`src/ssrf_ram.sv`:
```
// Generic single-write, single-read synchronous RAM with registered read data.
module ssrf_ram #(
  parameter int unsigned WIDTH  = 8,
  parameter int unsigned DEPTH  = 256,
  parameter int unsigned ADDR_W = $clog2(DEPTH)
) (
  input  logic              clk_i,
  input  logic              we_i,
  input  logic [ADDR_W-1:0] waddr_i,
  input  logic [WIDTH-1:0]  wdata_i,
  input  logic              re_i,
  input  logic [ADDR_W-1:0] raddr_i,
  output logic [WIDTH-1:0]  rdata_o
);

  logic [WIDTH-1:0] mem_q [DEPTH];
  logic [WIDTH-1:0] rdata_q;

  always_ff @(posedge clk_i) begin
    if (we_i) begin
      mem_q[waddr_i] <= wdata_i;
    end
    // hold read data when no read is issued
    if (re_i) begin
      rdata_q <= mem_q[raddr_i];
    end
  end

  assign rdata_o = rdata_q;

endmodule

```
`config.mk`:
```
export PLATFORM = sky130hd
export DESIGN_NAME = ssrf_ram
export DESIGN_NICKNAME = d
export VERILOG_FILES = /design/src/ssrf_ram.sv
export SDC_FILE = /design/constraint.sdc
export NUM_CORES = 2
export LEC_CHECK = 0
export BUFFER_PORTS_ARGS = -buffer_cell sky130_fd_sc_hd__buf_2
export CELL_PAD_IN_SITES_DETAIL_PLACEMENT = 0
export CELL_PAD_IN_SITES_GLOBAL_PLACEMENT = 2
export CORE_ASPECT_RATIO = 1.75
export CORE_UTILIZATION = 29
export CTS_CLUSTER_SIZE = 12
export DETAILED_ROUTE_END_ITERATION = 10
export GPL_TIMING_DRIVEN = 0
export PLACE_DENSITY = 0.49
export SYNTH_ARGS = -nofsm -noshare
export SYNTH_HDL_FRONTEND = slang
export SYNTH_SLANG_ARGS = --single-unit
```
`constraint.sdc`:
```
create_clock -name clk_i -period 2.15 [get_ports clk_i]
set_input_delay 0.215 -clock clk_i [delete_from_list [all_inputs] [get_ports clk_i]]
set_output_delay 0.215 -clock clk_i [all_outputs]
set_load 0.03 [all_outputs]
```
==> impl_metrics.env <==
export IMPL_synth_flop_cell="edfxtp_1"
export IMPL_fin_ws_ps=-518
export IMPL_place_ws_ps=-3490
export IMPL_place_gp_congestion=0.876
export IMPL_dr_pass1_iters=5
export IMPL_rsz0062_at_grt="true"
export IMPL_path_clk_slew_ps=60
export IMPL_ant_nets=0
export IMPL_dieWidth_um=398
export IMPL_synth_nets=3760
export IMPL_end_kind="register"
export IMPL_fin_crit_ps=2670
export IMPL_ir_worst_vdd_v=0.000556
export IMPL_fin_setup_tns_ps=-6190
export IMPL_overflow=0
export IMPL_critPathMaxFanout=1
export IMPL_netlist_area_mm2=0.0796
export IMPL_netlist_area_leader_share_pct=77.5
export IMPL_synth_cells_most_frequent="edfxtp_1 (2056), mux4_2 (454), nor2_1 (282), mux2i_1 (134), a22oi_1 (133)"
export IMPL_port_buffers=27
export IMPL_critPathLaunchType="register"
export IMPL_start_util_pct=29.1
export IMPL_slew_headroom_pct=17.5
export IMPL_synth_edf_count=2056
export IMPL_nets=4045
export IMPL_p_per_area_mw_per_mm2=883
export IMPL_hold_class="input port to register"
export IMPL_routed_wirelength_mm=301
export IMPL_die_area_mm2=0.277
export IMPL_cap_viol_max_count=0
export IMPL_status="complete, but fails checks"
export IMPL_rows=254
export IMPL_fillers=25600
export IMPL_yosysWarnings=0
export IMPL_skew_ps=61.4
export IMPL_drtIter0Drc=3409
export IMPL_grt_antenna_before_repair=13
export IMPL_synth_most_common_cell="edfxtp_1"
export IMPL_die_y_um=695
export IMPL_worst_pin_slew_ps=1240
export IMPL_layout_drive_gt1_share_pct=31.5
export IMPL_grt_pass1_vias=42300
export IMPL_synth_cell_type_count=54
export IMPL_synthCells=3733
export IMPL_syn2layout_area_growth_pct=17.8
export IMPL_syn_avg_cell_area_um2=21.3
export IMPL_drt_vias_per_instance=5.13
export IMPL_synthArstFlopShare_pct=0
export IMPL_clk_latency_ps=900
export IMPL_grt_total_usage_pct=21.7
export IMPL_critPathKind="register to register"
export IMPL_violations="setup timing"
export IMPL_drcViolationCount=0
export IMPL_ios=35
export IMPL_finalCritPeriodShare_pct=124
export IMPL_grt_max_degree=149
export IMPL_core_mm2=0.273
export IMPL_ys_seq_area_share_pct=77.5
export IMPL_crit_arrival_ps=3280
export IMPL_place_hpwl_mm=211
export IMPL_wire_per_inst_um=39.1
export IMPL_clockBufferDepth=4
export IMPL_setup_viol=152
export IMPL_htree_num_levels=4
export IMPL_yosys_area_top_type="edfxtp_1"
export IMPL_numCtsBuffers=206
export IMPL_total_power_uw=82800
export IMPL_cts_root_buf="clkbuf_16"
export IMPL_leakagePower_uw=0.0280
export IMPL_grt_pass1_wl_mm=397
export IMPL_clock_sinks=2056
export IMPL_max_freq_ghz=0.375
export IMPL_hold_viol=0
export IMPL_maxSlewViolCount=0
export IMPL_cts_tree="done"
export IMPL_vias=39400
export IMPL_ys_ff_latch=2056
export IMPL_cp_required_ps=2760
export IMPL_synthTopCellsByArea="edfxtp_1 (78%), mux4_2 (13%), mux2i_1 (1.7%), nor2_1 (1.3%), a22oi_1 (1.3%)"
==> timing repair <==
item | 4_1_cts | 5_1_grt
gates resized for setup | 578 | 135
setup buffers | 15 | 0
hold buffers | 9 | 0
setup endpoints to repair | 1981 | 762
endpoints found under the hold margin | 634 | 0
pin swaps | 37 | 25
==> worst max-delay path: stages (launching register included) <==
cell and delay (ps):
edfxtp_1 350, mux4_2 490, a22o_1 270, a221oi_4 380, o32ai_4 200, nor3_4 570, nor4_4 130
==> metal layers <==
metal / global-route usage, % / wire [um] / vias to the layer above
li1: - / - / 16200
met4: 10.4 / 16400 / 4
met1: 23.3 / 106000 / 21800
met3: 2.52 / 9810 / 412
met5: 0 / 26 / -
met2: 41.7 / 168000 / 941
==> logic make-up after synthesis <==
| logic type | Yosys count | share of synthesized area, % |
|---|---|---|
| multiplexers | 591 | 14.6 |
| AO/OA/AOI/OAI | 385 | 3.42 |
| flip-flops | 2056 | 77.5 |
| buffers and inverters | 235 | 1.83 |
| AND/OR/NAND/NOR | 466 | 2.63 |
==> where the power goes <==
part           switching (uW)  total, uW  internal (uW)
sequential               22.8      44200          44200
clock                   15300      32800          17500
combinational            4030       5790           1760
total                   19400      82800          63400
==> final timing paths <==
kind / cells past startpoint / end / slack (ps) / start
worst max-delay path: 6 / rdata_o[5]$_DFFE_PP_ / -520 / mem_q[83][5]$_DFFE_PP_
worst min register to register: 6 / rdata_o[4]$_DFFE_PP_ / 1390 / mem_q[61][4]$_DFFE_PP_
worst min-delay path: 2 / rdata_o[1]$_DFFE_PP_ / 180 / re_i
worst max register to register: 6 / rdata_o[5]$_DFFE_PP_ / -520 / mem_q[83][5]$_DFFE_PP_
==> state kept, by name, summed over array words and instances, names as in the netlist <==
signal / flops
mem_q: 2048
rdata_o: 8
==> cell type report <==
type	count	area (um2)	area share (%)
sequential	2056	61700	65.8
buffer	232	2230	2.38
antenna	2	5.00	0.00534
clock buffer	248	5360	5.71
clock inverter	36	228	0.243
tap	3584	4480	4.78
timing repair buffer	78	1010	1.08
inverter	2	8.76	0.00934
multi-input combinational	1442	18700	20.0
==> metrics by stage <==
step	cells	utilization, %	cell area [um2]	hold WS (ps)
floorplan	3733	-	79900	314
global placement	7344	30.9	84500	558
detailed placement	7371	31.2	85300	564
CTS	7678	34.1	93300	121
global route	7679	34.3	93800	154
finish	7680	34.3	93800	180
==> cell usage in the layout (no fill, tap or decap), drive strengths merged, types with 10 or more instances in the layout <==
cell	Yosys	layout
buf	122	196
o221ai	47	47
a22oi	133	133
nand4	10	10
edfxtp	2056	2056
a221oi	14	14
clkbuf	111	351
mux2i	134	134
o211ai	10	10
o21ai	12	12
nand3	34	34
nand2	33	33
nor4	27	27
nor3	22	22
nor2b	31	31
o22ai	28	28
nor2	282	282
a211oi	16	16
mux4	456	456
a21oi	96	96
clkinv	1	35
Note: power is estimated with default switching activity, not from simulation.
