<file path="config.mk">
export PLATFORM = sky130hd
export DESIGN_NAME = ssrf_decode
export DESIGN_NICKNAME = d
export VERILOG_FILES = /design/src/ssrf_pkg.sv /design/src/ssrf_decode.sv
export SDC_FILE = /design/constraint.sdc
export NUM_CORES = 1
export LEC_CHECK = 0
export ABC_AREA = 1
export BUFFER_PORTS_ARGS = -buffer_cell sky130_fd_sc_hd__buf_4
export CORE_ASPECT_RATIO = 0.5
export CORE_MARGIN = 3
export CORE_UTILIZATION = 50
export CTS_CLUSTER_SIZE = 28
export DETAILED_ROUTE_END_ITERATION = 16
export HOLD_SLACK_MARGIN = 0.03
export PLACE_DENSITY = 0.84
export SYNTH_ARGS = -nofsm -noshare
export SYNTH_HDL_FRONTEND = slang
export SYNTH_SLANG_ARGS = --single-unit
export TNS_END_PERCENT = 30
</file>
<file path="constraint.sdc">
create_clock -name clk_i -period 3 [get_ports clk_i]
set_clock_uncertainty 0.05 [all_clocks]
set_input_delay 0.45 -clock clk_i [delete_from_list [all_inputs] [get_ports clk_i]]
set_output_delay 0.45 -clock clk_i [all_outputs]
set_load 0.02 [all_outputs]
</file>
<file path="src/ssrf_pkg.sv">
// Shared constants, codes and types of the SPI register file slave.
package ssrf_pkg;

  localparam int unsigned NUM_DEVICES   = 4;
  localparam int unsigned REGS_PER_DEV  = 256;
  localparam int unsigned MEM_DEPTH     = NUM_DEVICES * REGS_PER_DEV;
  localparam int unsigned MEM_ADDR_W    = $clog2(MEM_DEPTH);
  localparam int unsigned DEV_W         = 4;
  localparam int unsigned BYTE_W        = 8;

  localparam int unsigned CMD_READ_BIT  = 7;
  localparam logic [BYTE_W-1:0] RX_NO_DEV = 8'hff;

  typedef enum logic [1:0] {
    KIND_SPI  = 2'd0,
    KIND_WR   = 2'd1,
    KIND_RD   = 2'd2,
    KIND_NONE = 2'd3
  } kind_e;

  // Memory access issued by the decode stage.
  typedef struct packed {
    logic                  we;
    logic                  re;
    logic [MEM_ADDR_W-1:0] addr;
    logic [BYTE_W-1:0]     wdata;
  } mem_req_t;

  // Result fields carried alongside a pending memory read.
  typedef struct packed {
    logic              use_mem;
    logic [BYTE_W-1:0] rx;
    logic              status;
  } res_t;

endpackage

</file>
<file path="src/ssrf_decode.sv">
// Item decode, transfer state, memory request and post-reset clearing sweep.
module ssrf_decode (
  input  logic                          clk_i,
  input  logic                          rst_ni,
  input  logic                          accept_i,
  input  ssrf_pkg::kind_e               kind_i,
  input  logic [ssrf_pkg::DEV_W-1:0]    device_i,
  input  logic                          first_byte_i,
  input  logic [ssrf_pkg::BYTE_W-1:0]   tx_byte_i,
  input  logic [ssrf_pkg::BYTE_W-1:0]   reg_addr_i,
  input  logic [ssrf_pkg::BYTE_W-1:0]   value_i,
  output logic                          busy_o,
  output ssrf_pkg::mem_req_t            mem_req_o,
  output ssrf_pkg::res_t                res_o
);
  import ssrf_pkg::*;

  logic                  clearing_q, clearing_d;
  logic [MEM_ADDR_W-1:0] clr_addr_q, clr_addr_d;
  logic                  cmd_seen_q, cmd_seen_d;
  logic                  read_mode_q, read_mode_d;
  logic [BYTE_W-1:0]     ptr_q, ptr_d;

  logic                  present;
  logic [MEM_ADDR_W-1:0] ptr_addr;
  logic [MEM_ADDR_W-1:0] bd_addr;
  mem_req_t              req;

  assign present  = {1'b0, device_i} < (DEV_W+1)'(NUM_DEVICES);
  assign ptr_addr = MEM_ADDR_W'({device_i, ptr_q});
  assign bd_addr  = MEM_ADDR_W'({device_i, reg_addr_i});

  always_comb begin
    cmd_seen_d  = cmd_seen_q;
    read_mode_d = read_mode_q;
    ptr_d       = ptr_q;
    req.we      = 1'b0;
    req.re      = 1'b0;
    req.addr    = ptr_addr;
    req.wdata   = tx_byte_i;
    res_o.use_mem = 1'b0;
    res_o.rx      = '0;
    res_o.status  = ~present;

    case (kind_i)
      KIND_SPI: begin
        if (present) begin
          if (first_byte_i || !cmd_seen_q) begin
            cmd_seen_d  = 1'b1;
            read_mode_d = tx_byte_i[CMD_READ_BIT];
            ptr_d       = {1'b0, tx_byte_i[CMD_READ_BIT-1:0]};
          end else begin
            req.re        = read_mode_q;
            req.we        = ~read_mode_q;
            res_o.use_mem = read_mode_q;
            ptr_d         = ptr_q + 8'd1;
          end
        end
      end
      KIND_WR: begin
        req.addr  = bd_addr;
        req.wdata = value_i;
        req.we    = present;
      end
      KIND_RD: begin
        req.addr      = bd_addr;
        req.re        = present;
        res_o.use_mem = present;
        if (!present) begin
          res_o.rx = RX_NO_DEV;
        end
      end
      default: begin
        res_o.status = 1'b0;
      end
    endcase
  end

  // sweep zeros through the memory after reset
  always_comb begin
    clearing_d = clearing_q;
    clr_addr_d = clr_addr_q;
    if (clearing_q) begin
      clr_addr_d = clr_addr_q + MEM_ADDR_W'(1);
      if (clr_addr_q == MEM_ADDR_W'(MEM_DEPTH - 1)) begin
        clearing_d = 1'b0;
      end
    end
  end

  always_comb begin
    if (clearing_q) begin
      mem_req_o.we    = 1'b1;
      mem_req_o.re    = 1'b0;
      mem_req_o.addr  = clr_addr_q;
      mem_req_o.wdata = '0;
    end else begin
      mem_req_o.we    = req.we & accept_i;
      mem_req_o.re    = req.re & accept_i;
      mem_req_o.addr  = req.addr;
      mem_req_o.wdata = req.wdata;
    end
  end

  always_ff @(posedge clk_i or negedge rst_ni) begin
    if (!rst_ni) begin
      clearing_q  <= 1'b1;
      clr_addr_q  <= '0;
      cmd_seen_q  <= 1'b0;
      read_mode_q <= 1'b0;
      ptr_q       <= '0;
    end else begin
      clearing_q <= clearing_d;
      clr_addr_q <= clr_addr_d;
      if (accept_i) begin
        cmd_seen_q  <= cmd_seen_d;
        read_mode_q <= read_mode_d;
        ptr_q       <= ptr_d;
      end
    end
  end

  assign busy_o = clearing_q;

  a_rw_exclusive: assert property (@(posedge clk_i) disable iff (!rst_ni)
    !(mem_req_o.we && mem_req_o.re))
    else $error("memory read and write issued together");

  a_sweep_ends_at_top: assert property (@(posedge clk_i) disable iff (!rst_ni)
    $fell(clearing_q) |-> $past(clr_addr_q) == MEM_ADDR_W'(MEM_DEPTH - 1))
    else $error("clearing sweep ended early");

  a_no_accept_while_clearing: assert property (@(posedge clk_i) disable iff (!rst_ni)
    clearing_q |-> !accept_i)
    else $error("transfer accepted during clearing sweep");

endmodule
</file>
==> impl_metrics.toml <==
[critical_path]
reg2reg_from = "busy_o"
crit_type = "register to primary output"
startpoint = "busy_o"
max_stage_delay_ns = 0.76
path_depth = 4
endpoint_kind = "primary output"
rr_worst_depth = 4
crit_path_max_fanout = 20
crit_family = "flip-flops"
cp_slowest_cell = "dfstp_2"
path_cells = "inv_1 -> o21ai_0 -> nor2_1 -> buf_4"
endpoint = "mem_req_o[1]"
startpoint_type = "register"
r2r-end = "clr_addr_q[7]"
cp.required_ns = 2.50
cp.buffers_inverters = 2
worst-r2r-setup-slack_ns = 1.32
cp_data_arrival_time_ns = 1.82

[clocking]
cts-htree-levels = 1
cts_tree = "built"
numCtsBuffers = 3
clock_sinks = 21
clk_path_buf_depth = 2
clkTransAtPathRegs_ns = 0.08
cts.repair.resized = 0
cts_root_buf = "clkbuf_8"
clock_latency_ns = 0.27

[detailed_routing]
routed_via_density = 5.211
vias = 1704
drt_first_pass_iters = 4
drt_iter0_markers = 107
drt-met1-wl_um = 1770
wl_met3_um = 342
routed_wl_um = 4198
ant_nets = 0
wl_per_cell_um = 12.84
drc_errors = 0
dr_wl_met2_um = 2037
highest_layer = "met4"

[sta]
holdWs_ns = 0.4076
layout_min_cycle_time_ns = 2.324
tns_ns = 0
tightest_slew_ns = 0.5312
slew-limit-headroom = 0.6455
rsz0062_at_grt = "false"
drv_slew = 0
hold_viol = 0
fmax_mhz = 430.2
period_share = 0.7747
setup_viol = 0

[power_and_ir_drop]
vdd_drop_max_v = 0.0002361
p_leak_nw = 1.128
cellPowerDensity_mw_per_mm2 = 387.8

[global_route]
antenna_found_initial = 0
grt_pass1_wl_um = 6810
first_global_vias = 1543
grt.overflow.total = 0
gr-usage-all-layers = 0.2259
grt_max_degree = 22

[outcome]
run_status = "finished clean"

[layout]
drive_above_1_share = 0.2655
area_growth_syn_to_layout_pct = 30.11
antenna_cells = 0
mostFrequentLayoutCells = "65 x buf_4, 55 x nand2_1, 32 x inv_1, 27 x o21ai_0, 24 x nor2_1"
layout_commonest_cell = "buf_4"
utilization = 0.7417
final_nets = 331

[logic_synthesis]
syn-num-nets = 275
ys_ff_latch = 21
yosysUniqueCellTypes = 24
syn_area_mm2 = 0.001604
syn_area_per_cell_um2 = 6.826
syn_inst = 235
yosysSeqAreaShare = 0.3284
yosysWarningCount = 0

[floorplan]
die-area_mm2 = 0.003965
fp-row-count = 13
pin_count = 65
core_mm2 = 0.002814
initial_core_util = 0.5700
die_h_um = 46.05
die_w_um = 86.10

[flow_run]
drv_cap = 0

[place]
routabilityCongestion = 0.7951
port_buffers = 64
dp_hpwl_um = 3313

[hold_path]
min_path_type = "input port to register"
[cell families after synthesis]
logic type      count (synthesis)  share of synthesized area
fa+ha+maj                       6                    0.04680
xor+xnor                        6                    0.03276
compound gates                 48                     0.1568
simple gates                  106                     0.2910
buf+inv                        48                     0.1443
flops                          21                     0.3284
[cell type report]
cell class	count	area, um^2
clock inverter	1	5.005
sequential	21	526.8
clock buffer	3	41.29
multi-input combinational	166	845.8
tap	37	46.29
timing repair buffer	66	498.0
fill	226	726.9
inverter	33	123.9
[power breakdown]
part | switching [W] | leakage (nW) | internal (W)
Sequential | 0.0000312 | 0.271 | 0.000308
Clock | 0.0000985 | 0.0255 | 0.0000928
Combinational | 0.000157 | 0.831 | 0.000122
[synth_stat cells]
cell type / number / area (um^2)
a21oi_1: 16 / 80.08
a22oi_1: 2 / 15.01
a31oi_1: 2 / 12.51
buf_2: 5 / 25.02
buf_4: 8 / 60.06
buf_6: 2 / 22.52
dfrtp_1: 20 / 500.5
dfstp_2: 1 / 26.28
ha_1: 6 / 75.07
inv_1: 32 / 120.1
inv_2: 1 / 3.750
nand2_1: 55 / 206.5
nand2_2: 1 / 6.260
nand2_4: 1 / 11.26
nand3_1: 13 / 65.06
nand3_4: 1 / 17.52
nand4_1: 3 / 18.77
nor2_1: 24 / 90.09
nor2_4: 1 / 11.26
nor3_1: 6 / 30.03
nor3_2: 1 / 10.01
o21ai_0: 27 / 135.1
o21ai_2: 1 / 8.760
xor2_1: 6 / 52.55
[how the worst min path moves through the flow]
stage / cells past startpoint / from / slack [ns] / endpoint
floorplan: 0 / rst_ni / 0.10 / clr_addr_q[0]
global placement: 1 / rst_ni / 0.31 / read_mode_q
detailed placement: 1 / rst_ni / 0.31 / ptr_q[1]
CTS: 3 / tx_byte_i[7] / 0.40 / read_mode_q
global route: 3 / tx_byte_i[7] / 0.41 / read_mode_q
finish: 3 / tx_byte_i[7] / 0.41 / read_mode_q
[per-stage QoR]
| stage | cell area, um^2 | setup WS, ns | power, W | std cells |
|---|---|---|---|---|
| 3_5_place_dp | 2031 | 0.8481 | 0.0006203 | 322 |
| 5_1_grt | 2087 | 0.5346 | 0.0008589 | 327 |
| 6_report | 2087 | 0.6758 | 0.0008093 | 327 |
| 4_1_cts | 2087 | 0.6956 | 0.0008147 | 327 |
| 2_1_floorplan | 1604 | 0.9107 | 0.0005038 | 235 |
| 3_3_place_gp | 2031 | 0.8950 | 0.0006105 | 322 |
[routing by layer]
layer / GRT usage / vias up
met5: 0 / -
met4: 0.06625 / 0
met3: 0.06071 / 4
met2: 0.3982 / 61
met1: 0.2789 / 780
li1: - / 859
[worst min-delay path, cell delays in order]
cell     delay (ns)
buf_4          0.08
inv_1          0.05
o21ai_2        0.12
[what timing repair did]
item                      4_1_cts  5_1_grt
hold buffers                    1        0
hold endpoints to repair       20        0
setup buffers                   0        0
[state kept, by name, indices dropped and copies added, names as in the netlist]
name	flops
clr_addr_q	10
busy_o	1
read_mode_q	1
cmd_seen_q	1
ptr_q	8
Note: power is estimated with default switching activity, not from simulation.
